==> src/design/rgbe_srd_pkg.sv <==
`timescale 1ns / 1ps
// Shared types, codes and the RGBE-to-binary32 channel conversion for the
// scanline decoder. No dependencies.
package rgbe_srd_pkg;

    typedef enum logic [1:0] {
        CMD_START = 2'd0,
        CMD_BYTE  = 2'd1,
        CMD_READ  = 2'd2,
        CMD_END   = 2'd3
    } t_cmd;

    typedef enum logic [2:0] {
        ST_PIXEL = 3'd0,
        ST_DONE  = 3'd1,
        ST_EARLY = 3'd2,
        ST_TRUNC = 3'd3,
        ST_EMPTY = 3'd4
    } t_status;

    typedef struct packed {
        t_cmd       cmd;
        logic [7:0] data;
    } t_cmd_item;

    typedef struct packed {
        logic [31:0] pixel;
        logic        last;
        t_status     status;
    } t_res;

    localparam int unsigned MIN_RLE_WIDTH = 8;
    localparam int unsigned MAX_RLE_WIDTH = 32'h7fff;

    // Mantissa byte m times 2^(e-136) as binary32 bits; +0 for m or e zero
    function automatic logic [31:0] rgbe_to_f32(input logic [7:0] m, input logic [7:0] e);
        logic [2:0]  k;
        logic [9:0]  ke;
        logic [31:0] mant;
        logic [31:0] res;
        k = 3'd0;
        for (int i = 1; i < 8; i++) begin
            if (m[i]) begin
                k = 3'(i);
            end
        end
        ke = 10'(k) + 10'(e);
        mant = 32'(m) << (5'd23 - 5'(k));
        if (m == 8'd0 || e == 8'd0) begin
            res = 32'd0;
        end else if (ke >= 10'd10) begin
            res = {1'b0, 8'(ke - 10'd9), mant[22:0]};
        end else begin
            res = 32'(m) << (5'(e) + 5'd13);
        end
        return res;
    endfunction

endpackage

==> src/design/rgbe_srd_front.sv <==
`timescale 1ns / 1ps
// Front end: accepts command requests and holds them in a two-entry queue
// for the back end. Depends on rgbe_srd_pkg.
module rgbe_srd_front
    import rgbe_srd_pkg::*;
(
    input  logic      i_clk,
    input  logic      i_rst_n,
    input  logic      i_valid,
    output logic      o_ready,
    input  t_cmd_item i_item,
    output logic      o_head_valid,
    output t_cmd_item o_head,
    input  logic      i_pop
);

    t_cmd_item  r_q [2];
    logic       r_wr_ptr, r_rd_ptr;
    logic [1:0] r_count;
    logic       push, pop;

    assign o_ready      = (r_count != 2'd2);
    assign push         = i_valid && o_ready;
    assign pop          = i_pop && (r_count != 2'd0);
    assign o_head_valid = (r_count != 2'd0);
    assign o_head       = r_q[r_rd_ptr];

    // Store incoming request
    always_ff @(posedge i_clk) begin
        if (push) begin
            r_q[r_wr_ptr] <= i_item;
        end
    end

    // Advance pointers and fill level
    always_ff @(posedge i_clk) begin
        if (!i_rst_n) begin
            r_wr_ptr <= 1'b0;
            r_rd_ptr <= 1'b0;
            r_count  <= 2'd0;
        end else begin
            if (push) r_wr_ptr <= ~r_wr_ptr;
            if (pop)  r_rd_ptr <= ~r_rd_ptr;
            r_count <= r_count + 2'(push) - 2'(pop);
        end
    end

endmodule

==> config.mk <==
export PLATFORM = sky130hd
export DESIGN_NAME = rgbe_srd_front
export DESIGN_NICKNAME = d
export VERILOG_FILES = /design/src/design/rgbe_srd_pkg.sv /design/src/design/rgbe_srd_front.sv
export SDC_FILE = /design/constraint.sdc
export NUM_CORES = 1
export LEC_CHECK = 0
export ABC_AREA = 1
export BUFFER_PORTS_ARGS = -buffer_cell sky130_fd_sc_hd__buf_2
export CORE_AREA = 2 2 54 56
export CTS_BUF_LIST = sky130_fd_sc_hd__clkbuf_8
export CTS_CLUSTER_DIAMETER = 80
export DETAILED_ROUTE_END_ITERATION = 6
export DIE_AREA = 0 0 56 58
export PLACE_DENSITY = 0.66
export SYNTH_ARGS = -nofsm -noshare
export SYNTH_HDL_FRONTEND = slang
export SYNTH_SLANG_ARGS = --single-unit
==> constraint.sdc <==
create_clock -name i_clk -period 2.8 [get_ports i_clk]
set_clock_uncertainty 0.05 [all_clocks]
set_input_delay 0.14 -clock i_clk [delete_from_list [all_inputs] [get_ports i_clk]]
set_output_delay 0.14 -clock i_clk [all_outputs]
set_load 0.005 [all_outputs]
==> summary.txt <==
Outcome
  – Outcome: completed

Clocking
  – Post-CTS Resized: 0
  – Clk Latency, worst-skew pair: approximately 250 ps
  – Cts hold-fix bufs: 0
  – Clk root buf: clkbuf_8
  – Num CTS Buffers: 3
  – H-tree depth: 1
  – Clk sinks: 25
  – Clock slew at reported path FFs: roughly 80 ps
  – CTS tree: built
  – Clock Tree Buf Depth: 2
  – Setup Buffers After CTS: 0

Pwr
  – PD cells: ~840 nW/um^2
  – Static leakage: 0.527 nW
  – Peak supply drop: between 0.5 and 0.6 mV
  – Total chip power: ~1.0 mW

Timing
  – Worst Setup Slack, final: ~1100 ps
  – WHS: 23.2 ps
  – Final Max Tran Viols: 0
  – RSZ-0062 raised after global routing: false
  – Tmin final: 1680 ps
  – Slew margin rel.: 0.450
  – Fin Setup TNS: 0 ps
  – Period utilization: 0.601
  – Slew @ Worst Pin: 822 ps
  – Endpoints failing hold: 0
  – Final setup viols: 0
  – F_max: 594 MHz

Logic synthesis
  – Synth Area in Simple Gates: 0.0967
  – Gate Count Post-Synth: 67
  – Synth Warn #: 0
  – Post-Syn Area: between 1000 and 1500 um^2
  – Synthesized Nets: 83
  – Post-Synth XOR/XNOR Area: 0
  – Synth Area in Compound Gates: 0.00979
  – Yosys cell types: 14
  – Post-synthesis register bit count: 25
  – Mux share of post-synthesis cell area: 0.147
  – Synth Area in Adders: 0.0245
  – Synth Area per Inst: approximately 15 um^2
  – Seq/Total Area, Yosys: 0.685
  – Main combinational cell family by area after synthesis: multiplexers

Finish
  – Commonest non-fill, non-tap cell in the layout: buf_2
  – Share of post-route cells with drive strength above 1: 0.453
  – Final cell count without fillers: ~130
  – Area growth syn-to-layout: 19.3%
  – Diodes inserted: 0
  – Final #Nets: about 110
  – Most frequent cells in the layout: 25 x buf_2, 20 x edfxtp_1, 10 x mux2_4, 8 x inv_1, 7 x nand2_1

Job
  – Max-capacitance violation count: 0

Worst setup path
  – Crit end category: flop
  – Worst EP required: 2640 ps
  – CP Class: flop to flop
  – Critical path peak fanout: 10
  – Arr. time, crit path: 1520 ps
  – Crit start category: flop

Routing
  – Post-DR wirelength/cell: 11.4 um
  – Final WL: around 1400 um
  – Final antenna-violating net count: 0
  – DRT Pass-1 Iters: 4
  – Drc violations: 0
  – Vias: ~570
  – Iteration-0 DRC Markers: 16
  – Vias/cell: roughly 4.5

Floorplan
  – IO Count: 26
  – Core Area: between 2000 and 3000 um^2
  – # rows: 19
  – Die ar.: 3250 um^2
  – Horiz. Die Dim: ~56 um
  – Starting Density: 0.384
  – Die H: 58 um

Global route
  – Pin count of the biggest net entering global routing: 14
  – Vias in the first global route: about 560
  – First-pass GRT wire length: between 2000 and 2500 um
  – Total track usage: 0.0969
  – Initial antenna violation count: 0
  – GR Overflow Total: 0

Placed design
  – GPL Wtd Cong: about 0.63
  – Placed Cells: between 100 and 150
  – Pre-CTS setup slack: approximately 1100 ps
  – PortBufs: 25

Hold path
  – HP Class: primary input to flop
registers in the layout, indices dropped and copies added, names as in the netlist, named ones only:
| register | cells |
|---|---|
| r_rd_ptr | 1 |
| r_wr_ptr | 1 |
| r_q | 20 |
| r_count | 2 |
worst max-delay path: stages (launching register included):
cell	delay (ps)
dfxtp_1	380
inv_1	90
nand2_2	90
nand2_1	80
nor2_1	630
layer usage:
layer,wire length [um],vias up,track usage
li1,-,286,-
met3,100,2,0.0313
met2,725,17,0.168
met1,607,260,0.111
met5,0,-,0
met4,8,0,0.0408
worst paths after layout:
check / from / to / slack (ps) / cells past startpoint
max: r_count[0] / r_q[0][5] / 1120 / 4
min reg2reg: r_rd_ptr / r_rd_ptr / 470 / 2
min: i_item[2] / r_q[1][2] / 20 / 1
max reg2reg: r_count[0] / r_q[0][5] / 1120 / 4
power by group:
| group | internal [mW] | switching [mW] |
|---|---|---|
| clock | 0.0974 | 0.0945 |
| combinational | 0.162 | 0.139 |
| sequential | 0.476 | 0.0523 |
synth_stat cells:
| cell type | n | share of area |
|---|---|---|
| mux2_4 | 10 | 0.15 |
| nand3_1 | 2 | 0.0098 |
| nand3_2 | 1 | 0.0098 |
| nor2_1 | 6 | 0.022 |
| edfxtp_1 | 20 | 0.59 |
| dfxtp_1 | 5 | 0.098 |
| nor2_2 | 1 | 0.0061 |
| nor2_4 | 1 | 0.011 |
| nand2_1 | 7 | 0.026 |
| buf_6 | 1 | 0.011 |
| inv_1 | 7 | 0.026 |
| ha_1 | 2 | 0.024 |
| nand2_2 | 2 | 0.012 |
| a21oi_1 | 2 | 0.0098 |
final cells by class:
type,instances,area [um^2]
clock buffer,3,41.3
clock inverter,1,3.75
fill,245,1440
inverter,7,26.3
multi-input combinational,34,284
sequential,25,701
tap,31,38.8
timing repair buffer,25,125
per-stage QoR:
stage	instance area (um^2)	util
floorplan	1020	-
global placement	1170	0.441
detailed placement	1170	0.441
CTS	1220	0.458
global route	1220	0.458
finish	1220	0.458
kinds of logic (layout without fill, tap and decap cells):
| kind of cell | after synthesis | after routing |
|---|---|---|
| AOI/OAI and AO/OA | 2 | 2 |
| adders and majority gates | 2 | 2 |
| buffers and inverters | 8 | 36 |
| DFF | 25 | 25 |
| muxes | 10 | 10 |
| and+or+nand+nor | 20 | 20 |
No activity file was read; power rests on OpenSTA's default activity.
